## config.mk

```make
export PLATFORM = sky130hd
export DESIGN_NAME = keystroke_typo_word_matcher
export DESIGN_NICKNAME = d
export VERILOG_FILES = /design/src/rtl/ktwm_pkg.sv /design/src/rtl/keystroke_typo_word_matcher.sv /design/src/rtl/ktwm_front.sv /design/src/rtl/ktwm_queue.sv /design/src/rtl/ktwm_back.sv
export SDC_FILE = /design/constraint.sdc
export NUM_CORES = 1
export LEC_CHECK = 0
export BUFFER_PORTS_ARGS = -buffer_cell sky130_fd_sc_hd__buf_2
export CAP_MARGIN = 10
export CORE_MARGIN = 5
export CORE_UTILIZATION = 35
export CTS_BUF_LIST = sky130_fd_sc_hd__clkbuf_16
export CTS_CLUSTER_DIAMETER = 50
export DETAILED_ROUTE_END_ITERATION = 16
export PLACE_DENSITY = 0.51
export SLEW_MARGIN = 20
export SYNTH_ARGS = -nofsm -noshare
export SYNTH_HDL_FRONTEND = slang
export SYNTH_SLANG_ARGS = --single-unit
```

## constraint.sdc

```tcl
create_clock -name aclk -period 5.6 [get_ports aclk]
set_clock_uncertainty 0.05 [all_clocks]
set_input_delay 0.56 -clock aclk [delete_from_list [all_inputs] [get_ports aclk]]
set_output_delay 0.56 -clock aclk [all_outputs]
set_load 0.05 [all_outputs]
```

## src/rtl/ktwm_pkg.sv

```systemverilog
// Shared types and constants for the keystroke typo word matcher.
// Holds key codes, the queued operation word and the typo table.
// No dependencies.
`default_nettype none

package ktwm_pkg;

    localparam int LETTER_W = 5;
    localparam int KEY_W    = 16;

    localparam logic [KEY_W-1:0] KEY_A          = 16'h0004;
    localparam logic [KEY_W-1:0] KEY_Z          = 16'h001D;
    localparam logic [KEY_W-1:0] KEY_ENTER      = 16'h0028;
    localparam logic [KEY_W-1:0] KEY_BACKSPACE  = 16'h002A;
    localparam logic [KEY_W-1:0] KEY_SPACE      = 16'h002C;
    localparam logic [KEY_W-1:0] KEY_SEMICOLON  = 16'h0033;
    localparam logic [KEY_W-1:0] KEY_APOSTROPHE = 16'h0034;
    localparam logic [KEY_W-1:0] KEY_GRAVE      = 16'h0035;
    localparam logic [KEY_W-1:0] KEY_COMMA      = 16'h0036;
    localparam logic [KEY_W-1:0] KEY_PERIOD     = 16'h0037;

    typedef enum logic [1:0] {
        OP_LETTER = 2'd0,
        OP_ERASE  = 2'd1,
        OP_CLEAR  = 2'd2,
        OP_SEP    = 2'd3
    } op_kind_t;

    typedef struct packed {
        op_kind_t                kind;
        logic [LETTER_W-1:0]     letter;
    } op_t;

    localparam int Q_DEPTH = 4;
    localparam int Q_AW    = 2;

    localparam int ROM_SIZE    = 10;
    localparam int ROM_MAX_LEN = 10;

    localparam logic [8*ROM_MAX_LEN-1:0] ROM_TEXT [ROM_SIZE] = '{
        80'("teh"), 80'("adn"), 80'("yuo"), 80'("wiht"), 80'("recieve"),
        80'("seperate"), 80'("definately"), 80'("occured"), 80'("neccessary"),
        80'("accomodate")
    };

    localparam logic [3:0] ROM_LEN [ROM_SIZE] = '{
        4'd3, 4'd3, 4'd3, 4'd4, 4'd7, 4'd8, 4'd10, 4'd7, 4'd10, 4'd10
    };

endpackage

`default_nettype wire

```

## src/rtl/keystroke_typo_word_matcher.sv

```systemverilog
// Keystroke typo word matcher, top level.
// Channels:
//   s_ stream: one key event per transfer; s_tdata[15:0] key_code,
//     s_tuser key_pressed. Releases are taken and dropped.
//   m_ stream: one result per separator closing a non-empty word;
//     m_tuser typo_found, m_tdata[3:0] typo_index, m_tdata[8:4] word_length.
// A front end classifies presses into a four-entry operation queue; a back
// end pops one operation per cycle while it is idle. A separator scans the
// typo table one entry per cycle, stopping at the first match or after the
// last searched entry (at most 10 entries are searched). Letters, erases and
// clears are popped and run without leaving the idle state.
// Reset clears the letter count, the queue and the output valid flag; letter
// storage is not cleared and needs no sweep.
// When m_tready is low the result holds in its output register; the back end
// keeps running operations until a second result is ready, then holds it and
// stops popping, and s_tready drops once the queue is full.
// Depends on ktwm_pkg, ktwm_front, ktwm_queue, ktwm_back.
`default_nettype none

module keystroke_typo_word_matcher #(
    parameter int WORD_CAPACITY = 32,
    parameter int TABLE_ENTRIES = 10
) (
    input  wire logic           aclk,
    input  wire logic           aresetn,
    input  wire logic           s_tvalid,
    output logic                s_tready,
    input  wire logic [15:0]    s_tdata,   // [15:0] key_code
    input  wire logic           s_tuser,   // [0] key_pressed
    output logic                m_tvalid,
    input  wire logic           m_tready,
    output logic [15:0]         m_tdata,   // [3:0] typo_index, [8:4] word_length
    output logic                m_tuser    // [0] typo_found
);

    logic          q_full;
    logic          q_push;
    ktwm_pkg::op_t q_in_op;
    logic          q_empty;
    logic          q_pop;
    ktwm_pkg::op_t q_out_op;

    ktwm_front u_front (
        .s_tvalid (s_tvalid),
        .s_tready (s_tready),
        .s_tdata  (s_tdata),
        .s_tuser  (s_tuser),
        .q_full   (q_full),
        .q_push   (q_push),
        .q_op     (q_in_op)
    );

    ktwm_queue u_queue (
        .aclk    (aclk),
        .aresetn (aresetn),
        .push    (q_push),
        .push_op (q_in_op),
        .full    (q_full),
        .pop     (q_pop),
        .empty   (q_empty),
        .pop_op  (q_out_op)
    );

    ktwm_back #(
        .WORD_CAPACITY (WORD_CAPACITY),
        .TABLE_ENTRIES (TABLE_ENTRIES)
    ) u_back (
        .aclk     (aclk),
        .aresetn  (aresetn),
        .q_empty  (q_empty),
        .q_op     (q_out_op),
        .q_pop    (q_pop),
        .m_tvalid (m_tvalid),
        .m_tready (m_tready),
        .m_tdata  (m_tdata),
        .m_tuser  (m_tuser)
    );

endmodule

`default_nettype wire

```

## src/rtl/ktwm_front.sv

```systemverilog
// Front end: accepts key events and classifies presses into queue operations.
// Depends on ktwm_pkg.
`default_nettype none

module ktwm_front (
    input  wire logic                       s_tvalid,
    output logic                            s_tready,
    input  wire logic [15:0]                s_tdata,   // [15:0] key_code
    input  wire logic                       s_tuser,   // [0] key_pressed
    input  wire logic                       q_full,
    output logic                            q_push,
    output ktwm_pkg::op_t                   q_op
);

    logic [ktwm_pkg::KEY_W-1:0] key;
    logic                       is_sep;

    assign key      = s_tdata;
    assign s_tready = !q_full;
    // drop releases here
    assign q_push   = s_tvalid && !q_full && s_tuser;

    assign is_sep = (key == ktwm_pkg::KEY_SPACE) || (key == ktwm_pkg::KEY_ENTER) ||
                    (key == ktwm_pkg::KEY_PERIOD) || (key == ktwm_pkg::KEY_COMMA) ||
                    (key == ktwm_pkg::KEY_SEMICOLON) ||
                    (key == ktwm_pkg::KEY_APOSTROPHE) || (key == ktwm_pkg::KEY_GRAVE);

    always_comb begin
        q_op.letter = ktwm_pkg::LETTER_W'(key - ktwm_pkg::KEY_A);
        if (is_sep) begin
            q_op.kind = ktwm_pkg::OP_SEP;
        end else if (key >= ktwm_pkg::KEY_A && key <= ktwm_pkg::KEY_Z) begin
            q_op.kind = ktwm_pkg::OP_LETTER;
        end else if (key == ktwm_pkg::KEY_BACKSPACE) begin
            q_op.kind = ktwm_pkg::OP_ERASE;
        end else begin
            q_op.kind = ktwm_pkg::OP_CLEAR;
        end
    end

endmodule

`default_nettype wire

```

## src/rtl/ktwm_queue.sv

```systemverilog
// Short operation queue between front end and back end.
// Depends on ktwm_pkg.
`default_nettype none

module ktwm_queue (
    input  wire logic           aclk,
    input  wire logic           aresetn,
    input  wire logic           push,
    input  wire ktwm_pkg::op_t  push_op,
    output logic                full,
    input  wire logic           pop,
    output logic                empty,
    output ktwm_pkg::op_t       pop_op
);

    ktwm_pkg::op_t                mem [ktwm_pkg::Q_DEPTH];
    logic [ktwm_pkg::Q_AW-1:0]    wr_ptr_reg, wr_ptr_next;
    logic [ktwm_pkg::Q_AW-1:0]    rd_ptr_reg, rd_ptr_next;
    logic [ktwm_pkg::Q_AW:0]      fill_reg, fill_next;
    logic                         do_push, do_pop;

    assign full    = (fill_reg == (ktwm_pkg::Q_AW+1)'(ktwm_pkg::Q_DEPTH));
    assign empty   = (fill_reg == '0);
    assign do_push = push && !full;
    assign do_pop  = pop && !empty;
    assign pop_op  = mem[rd_ptr_reg];

    always_comb begin
        wr_ptr_next = do_push ? wr_ptr_reg + 1'b1 : wr_ptr_reg;
        rd_ptr_next = do_pop ? rd_ptr_reg + 1'b1 : rd_ptr_reg;
        fill_next   = fill_reg;
        if (do_push && !do_pop) begin
            fill_next = fill_reg + 1'b1;
        end else if (do_pop && !do_push) begin
            fill_next = fill_reg - 1'b1;
        end
    end

    always_ff @(posedge aclk) begin
        if (do_push) begin
            mem[wr_ptr_reg] <= push_op;
        end
    end

    always_ff @(posedge aclk) begin
        if (!aresetn) begin
            wr_ptr_reg <= '0;
            rd_ptr_reg <= '0;
            fill_reg   <= '0;
        end else begin
            wr_ptr_reg <= wr_ptr_next;
            rd_ptr_reg <= rd_ptr_next;
            fill_reg   <= fill_next;
        end
    end

    a_fill_bound: assert property (@(posedge aclk) disable iff (!aresetn)
        fill_reg <= (ktwm_pkg::Q_AW+1)'(ktwm_pkg::Q_DEPTH))
        else $error("queue fill above depth");

    a_ptr_gap: assert property (@(posedge aclk) disable iff (!aresetn)
        (fill_reg != (ktwm_pkg::Q_AW+1)'(ktwm_pkg::Q_DEPTH)) |->
        (ktwm_pkg::Q_AW'(wr_ptr_reg - rd_ptr_reg) == ktwm_pkg::Q_AW'(fill_reg)))
        else $error("queue pointers disagree with fill");

    a_fill_step: assert property (@(posedge aclk) disable iff (!aresetn)
        (do_push && !do_pop) |=> (fill_reg == $past(fill_reg) + 1'b1))
        else $error("queue fill did not advance on push");

endmodule

`default_nettype wire

```

## src/rtl/ktwm_back.sv

```systemverilog
// Back end: holds the word, runs queued operations and scans the typo table.
// Depends on ktwm_pkg.
`default_nettype none

module ktwm_back #(
    parameter int WORD_CAPACITY = 32,
    parameter int TABLE_ENTRIES = 10
) (
    input  wire logic           aclk,
    input  wire logic           aresetn,
    input  wire logic           q_empty,
    input  wire ktwm_pkg::op_t  q_op,
    output logic                q_pop,
    output logic                m_tvalid,
    input  wire logic           m_tready,
    output logic [15:0]         m_tdata,   // [3:0] typo_index, [8:4] word_length
    output logic                m_tuser    // [0] typo_found
);

    localparam int DEPTH   = WORD_CAPACITY - 1;
    localparam int CW      = $clog2(WORD_CAPACITY);
    localparam int AW      = (DEPTH > 1) ? $clog2(DEPTH) : 1;
    localparam int NSEARCH = (TABLE_ENTRIES < ktwm_pkg::ROM_SIZE) ?
                             TABLE_ENTRIES : ktwm_pkg::ROM_SIZE;
    localparam int IW      = (NSEARCH > 1) ? $clog2(NSEARCH) : 1;

    typedef enum logic [2:0] {
        ST_IDLE = 3'b001,
        ST_SCAN = 3'b010,
        ST_DONE = 3'b100
    } state_t;

    state_t                          state_reg, state_next;
    logic [ktwm_pkg::LETTER_W-1:0]   letter_reg [DEPTH];
    logic [CW-1:0]                   count_reg, count_next;
    logic [IW-1:0]                   idx_reg, idx_next;
    logic                            found_reg, found_next;
    logic [IW-1:0]                   hit_reg, hit_next;
    logic                            out_valid_reg, out_valid_next;
    logic                            out_found_reg;
    logic [3:0]                      out_index_reg;
    logic [4:0]                      out_len_reg;
    logic                            store_we;
    logic                            out_load;
    logic [ktwm_pkg::LETTER_W-1:0]   rom_chr [ktwm_pkg::ROM_SIZE][ktwm_pkg::ROM_MAX_LEN];
    logic [ktwm_pkg::ROM_MAX_LEN-1:0] pos_eq;
    logic                            len_eq;
    logic                            entry_match;
    logic                            last_entry;

    for (genvar e = 0; e < ktwm_pkg::ROM_SIZE; e++) begin : g_rom
        for (genvar p = 0; p < ktwm_pkg::ROM_MAX_LEN; p++) begin : g_chr
            if (p < ktwm_pkg::ROM_LEN[e]) begin : g_used
                localparam logic [7:0] CH =
                    ktwm_pkg::ROM_TEXT[e][8*(ktwm_pkg::ROM_LEN[e]-1-p) +: 8];
                assign rom_chr[e][p] = ktwm_pkg::LETTER_W'(CH - 8'h61);
            end else begin : g_pad
                assign rom_chr[e][p] = '0;
            end
        end
    end

    // positions past the store can only matter for entries longer than any word
    for (genvar p = 0; p < ktwm_pkg::ROM_MAX_LEN; p++) begin : g_cmp
        if (p < DEPTH) begin : g_store
            assign pos_eq[p] = (int'(ktwm_pkg::ROM_LEN[ktwm_pkg::ROM_SIZE > 1 ?
                                idx_reg : '0]) <= p) ||
                               (letter_reg[p] == rom_chr[idx_reg][p]);
        end else begin : g_none
            assign pos_eq[p] = 1'b1;
        end
    end

    assign len_eq      = (int'(count_reg) == int'(ktwm_pkg::ROM_LEN[idx_reg]));
    assign entry_match = len_eq && (&pos_eq);
    assign last_entry  = (int'(idx_reg) == NSEARCH - 1);
    assign out_load    = (state_reg == ST_DONE) && (!out_valid_reg || m_tready);

    always_comb begin
        state_next     = state_reg;
        count_next     = count_reg;
        idx_next       = idx_reg;
        found_next     = found_reg;
        hit_next       = hit_reg;
        q_pop          = 1'b0;
        store_we       = 1'b0;
        out_valid_next = out_valid_reg;
        if (out_valid_reg && m_tready) begin
            out_valid_next = 1'b0;
        end
        unique case (state_reg)
            ST_IDLE: begin
                if (!q_empty) begin
                    q_pop = 1'b1;
                    unique case (q_op.kind)
                        ktwm_pkg::OP_LETTER: begin
                            if (count_reg < CW'(DEPTH)) begin
                                store_we   = 1'b1;
                                count_next = count_reg + 1'b1;
                            end
                        end
                        ktwm_pkg::OP_ERASE: begin
                            if (count_reg != '0) begin
                                count_next = count_reg - 1'b1;
                            end
                        end
                        ktwm_pkg::OP_CLEAR: begin
                            count_next = '0;
                        end
                        ktwm_pkg::OP_SEP: begin
                            if (count_reg != '0) begin
                                idx_next   = '0;
                                state_next = ST_SCAN;
                            end
                        end
                        default: begin
                            count_next = '0;
                        end
                    endcase
                end
            end
            ST_SCAN: begin
                if (entry_match) begin
                    found_next = 1'b1;
                    hit_next   = idx_reg;
                    state_next = ST_DONE;
                end else if (last_entry) begin
                    found_next = 1'b0;
                    hit_next   = '0;
                    state_next = ST_DONE;
                end else begin
                    idx_next = idx_reg + 1'b1;
                end
            end
            ST_DONE: begin
                if (out_load) begin
                    out_valid_next = 1'b1;
                    count_next     = '0;
                    state_next     = ST_IDLE;
                end
            end
            default: begin
                state_next = ST_IDLE;
            end
        endcase
    end

    always_ff @(posedge aclk) begin
        if (store_we) begin
            letter_reg[count_reg[AW-1:0]] <= q_op.letter;
        end
        if (out_load) begin
            out_found_reg <= found_reg;
            out_index_reg <= 4'(hit_reg);
            out_len_reg   <= 5'(count_reg);
        end
        idx_reg   <= idx_next;
        found_reg <= found_next;
        hit_reg   <= hit_next;
    end

    always_ff @(posedge aclk) begin
        if (!aresetn) begin
            state_reg     <= ST_IDLE;
            count_reg     <= '0;
            out_valid_reg <= 1'b0;
        end else begin
            state_reg     <= state_next;
            count_reg     <= count_next;
            out_valid_reg <= out_valid_next;
        end
    end

    assign m_tvalid = out_valid_reg;
    assign m_tuser  = out_found_reg;
    assign m_tdata  = {7'd0, out_len_reg, out_index_reg};

    a_count_bound: assert property (@(posedge aclk) disable iff (!aresetn)
        count_reg <= CW'(DEPTH))
        else $error("letter count above store depth");

    a_scan_word: assert property (@(posedge aclk) disable iff (!aresetn)
        (state_reg == ST_SCAN || state_reg == ST_DONE) |-> (count_reg != '0))
        else $error("scan running on an empty word");

    a_no_pop_busy: assert property (@(posedge aclk) disable iff (!aresetn)
        (state_reg != ST_IDLE) |-> !q_pop)
        else $error("queue popped while scanning");

    a_load_clears: assert property (@(posedge aclk) disable iff (!aresetn)
        out_load |=> (count_reg == '0) && out_valid_reg)
        else $error("result load did not clear the word");

endmodule

`default_nettype wire

```

==> run_results.csv <==
group,metric,value,unit
yosys,synth-edff-count,97,
sta,finalCriticalPeriod,4.105,ns
drt,totalWireLength,12820,microns
grt,grt_max_degree,51,
drt,drc,0,
clock_tree,clock_latency,0.41,ns
critical_path,required,5.59,ns
grt,grt_use_total,13.61,%
drt,wl_per_cell,16.78,microns
clock_tree,cts_buffers,17,
placed_design,portBuffers,32,
die,dieWidth,140.7,microns
drt,final_antenna_net_count,0,
pwr,combinationalPowerShare,23.6,%
critical_path,crit_type,"reg -> reg",
pwr,clkPwrFrac,36.3,%
sta,rsz0062_at_grt,"no",
drt,via_count,3879,
pwr,p_sw_share,30.23,%
yosys,synth_area,5976,sq um
sta,worst_pin_slew,0.9796,ns
yosys,synth_seq_area_share,54.77,%
placed_design,place.gp.congestion,0.8198,
clock_tree,cts_setup_buffers,0,
yosys,synthTopCellsByArea,"edfxtp_1 49%, dfxtp_1 6.0%, ha_1 5.2%",
layout,finish.utilization,41.00,%
job,cap_violations,0,
layout,largest_reg_flops,50,
clock_tree,clkTransAtPathRegs,0.05,ns
sta,timing.final.crit_share,73.30,%
critical_path,timing.rr.end,"u_back.hit_reg[3]",
sta,slew_headroom,34.69,%
layout,drive_gt1_share,15.63,%
clock_tree,cts_hold_buf,0,
critical_path,rr_worst_depth,8,
sta,fmax,0.2436,GHz
drt,first_pass_iters,4,
worst_hold_path,min_path_cells,0,
yosys,synth_area_leader_cell,"edfxtp_1",
layout,antenna_cells,0,
die,initial_core_util,35.91,%
clock_tree,cts_sinks,115,
layout,mostFrequentLayoutCells,"97 x edfxtp_1, 43 x nor2_1, 32 x buf_2",
layout,nets,579,
run_status,status,"finished clean",
grt,grt_pass1_vias,3985,
sta,whs,0.3671,ns
yosys,syn_avg_cell_area,11.95,sq um
sta,setup_viol,0,
yosys,yosys_warnings,0,
die,pin_count,40,
sta,worst_slack,1.495,ns
grt,grt_first_pass_wirelength,21010,microns
worst_hold_path,holdPathEnd,"u_back.out_index_reg[2]",
pwr,p_leak,0.002457,uW
layout,register_area,3273,sq um
die,coreArea,16640,sq um
pwr,p_sw,829.8,uW
yosys,synth_top_cell_area_share,48.74,%
pwr,p_per_area,402.4,nW/um^2
pwr,vdd_ir_drop_max,0.2087,mV
yosys,synthArstFlopShare,0,%
layout,fill_cells,1593,
placed_design,hpwlAfterDp,9099,microns
pwr,p_int,1916,uW
layout,multiInputGateArea,2475,sq um
critical_path,path_max_fanout,27,
layout,syn2layout_area_growth,14.17,%
sta,setup_tns,0,ns
critical_path,crit_arrival,4.10,ns
worst_hold_path,hp-class,"reg -> reg",
clock_tree,cts_htree_levels,4,
die,chipHeight,140.7,microns
placed_design,dp_slack,1.479,ns
clock_tree,clockBufferDepth,2,
pwr,seqPwrFrac,40.1,%
clock_tree,cts.root.buffer_cell,"clkbuf_16",
grt,overflow,0,
die,dieArea,19790,sq um
die,rows,47,
yosys,netlist_instances,500,
critical_path,end_kind,"flop",
grt,antenna_found_initial,0,
critical_path,reg2reg_slack,1.50,ns
sta,final_hold_viol_count,0,
clock_tree,cts_resized,0,
critical_path,cp-start-kind,"flop",
worst_hold_path,min-delay-start,"u_back.hit_reg[2]",
critical_path,r2r_start,"u_back.idx_reg[0]",
yosys,ys_types,71,
sta,final_max_slew_viol_count,0,
placed_design,dp_cells,732,
layout,final_common_cell,"edfxtp_1",
yosys,synth_flop_cell,"edfxtp_1",
yosys,ys_ff_latch,115,
clock_tree,cts_tree,"yes",
drt,drt-initial-drc-count,262,
layout,stdcell_count,764,
drt,viasPerCell,5.077,
==> routing by layer <==
metal / up-vias / track usage, % / wire, microns
met5: - / 0 / 0
met4: 0 / 5.609 / 179
met3: 14 / 3.353 / 508
met2: 74 / 21.80 / 6090
met1: 1877 / 17.70 / 6038
li1: 1914 / - / -
==> power groups by stage <==
stage | Clock [uW] | Sequential (uW) | Combinational, uW
6_report | 996 | 1100 | 647
3_5_place_dp | 0 | 1120 | 646
3_3_place_gp | 0 | 1120 | 638
5_1_grt | 1060 | 1110 | 721
2_1_floorplan | 0 | 1070 | 528
4_1_cts | 1020 | 1100 | 650
==> worst max-delay path by stage <==
stage          slack [ns]                 to  cells after the start               from
5_1_grt              1.04  u_back.hit_reg[3]                      9  u_back.idx_reg[0]
4_1_cts              1.45  u_back.hit_reg[3]                      8  u_back.idx_reg[0]
2_1_floorplan        2.19   u_back.found_reg                     10  u_back.idx_reg[0]
6_report             1.50  u_back.hit_reg[3]                      8  u_back.idx_reg[0]
3_3_place_gp         1.61  u_back.hit_reg[0]                      8  u_back.idx_reg[0]
3_5_place_dp         1.48   u_back.found_reg                      9  u_back.idx_reg[0]
==> cell usage after synthesis, types with 8 or more instances <==
cell type and count:
edfxtp_1 97, nor2_1 43, ha_1 25, nand2_1 20, a21oi_1 19, o21ai_0 19
dfxtp_1 18, nor3_1 16, inv_1 15, xnor2_1 15, and2_1 14, nor2b_1 13
xor2_1 13, nor3b_1 10, or3_1 10, buf_2 8, nand2b_1 8, nand3_1 8
==> cell type report <==
cell class                      instances  area share (%)
Inverter                               18          0.9903
Sequential cell                       115           47.97
Tap cell                              220           4.034
Timing Repair Buffer                   35           2.677
Multi-Input combinational cell        344           36.27
Clock buffer                           17           6.235
Clock inverter                         15           1.816
==> per-stage QoR <==
| stage | total power [uW] | cell area (sq um) |
|---|---|---|
| 5_1_grt | 2892 | 6823 |
| 3_3_place_gp | 1756 | 6274 |
| 2_1_floorplan | 1602 | 5998 |
| 4_1_cts | 2773 | 6823 |
| 3_5_place_dp | 1767 | 6274 |
| 6_report | 2745 | 6823 |
==> critical path, cell delays in order (launching register included) <==
cell and delay, ns:
edfxtp_1 0.99, inv_1 0.26, ha_1 0.51, a211oi_1 0.33, xor2_1 0.11, or4_4 0.51, a2111oi_4 0.33, nand4_4 0.19
a21oi_1 0.46
==> kinds of logic (layout without fill, tap and decap cells) <==
| family | Yosys count | count (layout) | share of synthesized area (%) |
|---|---|---|---|
| muxes | 12 | 12 | 3.518 |
| buffers and inverters | 47 | 85 | 4.188 |
| other | 1 | 7 | 0.06275 |
| adders and majority gates | 27 | 27 | 5.905 |
| and+or+nand+nor | 176 | 176 | 16.39 |
| DFF | 115 | 115 | 54.77 |
| AOI/OAI and AO/OA | 94 | 94 | 11.06 |
| xor gates and xnor gates | 28 | 28 | 4.104 |
No activity file was read; power rests on OpenSTA's default activity.
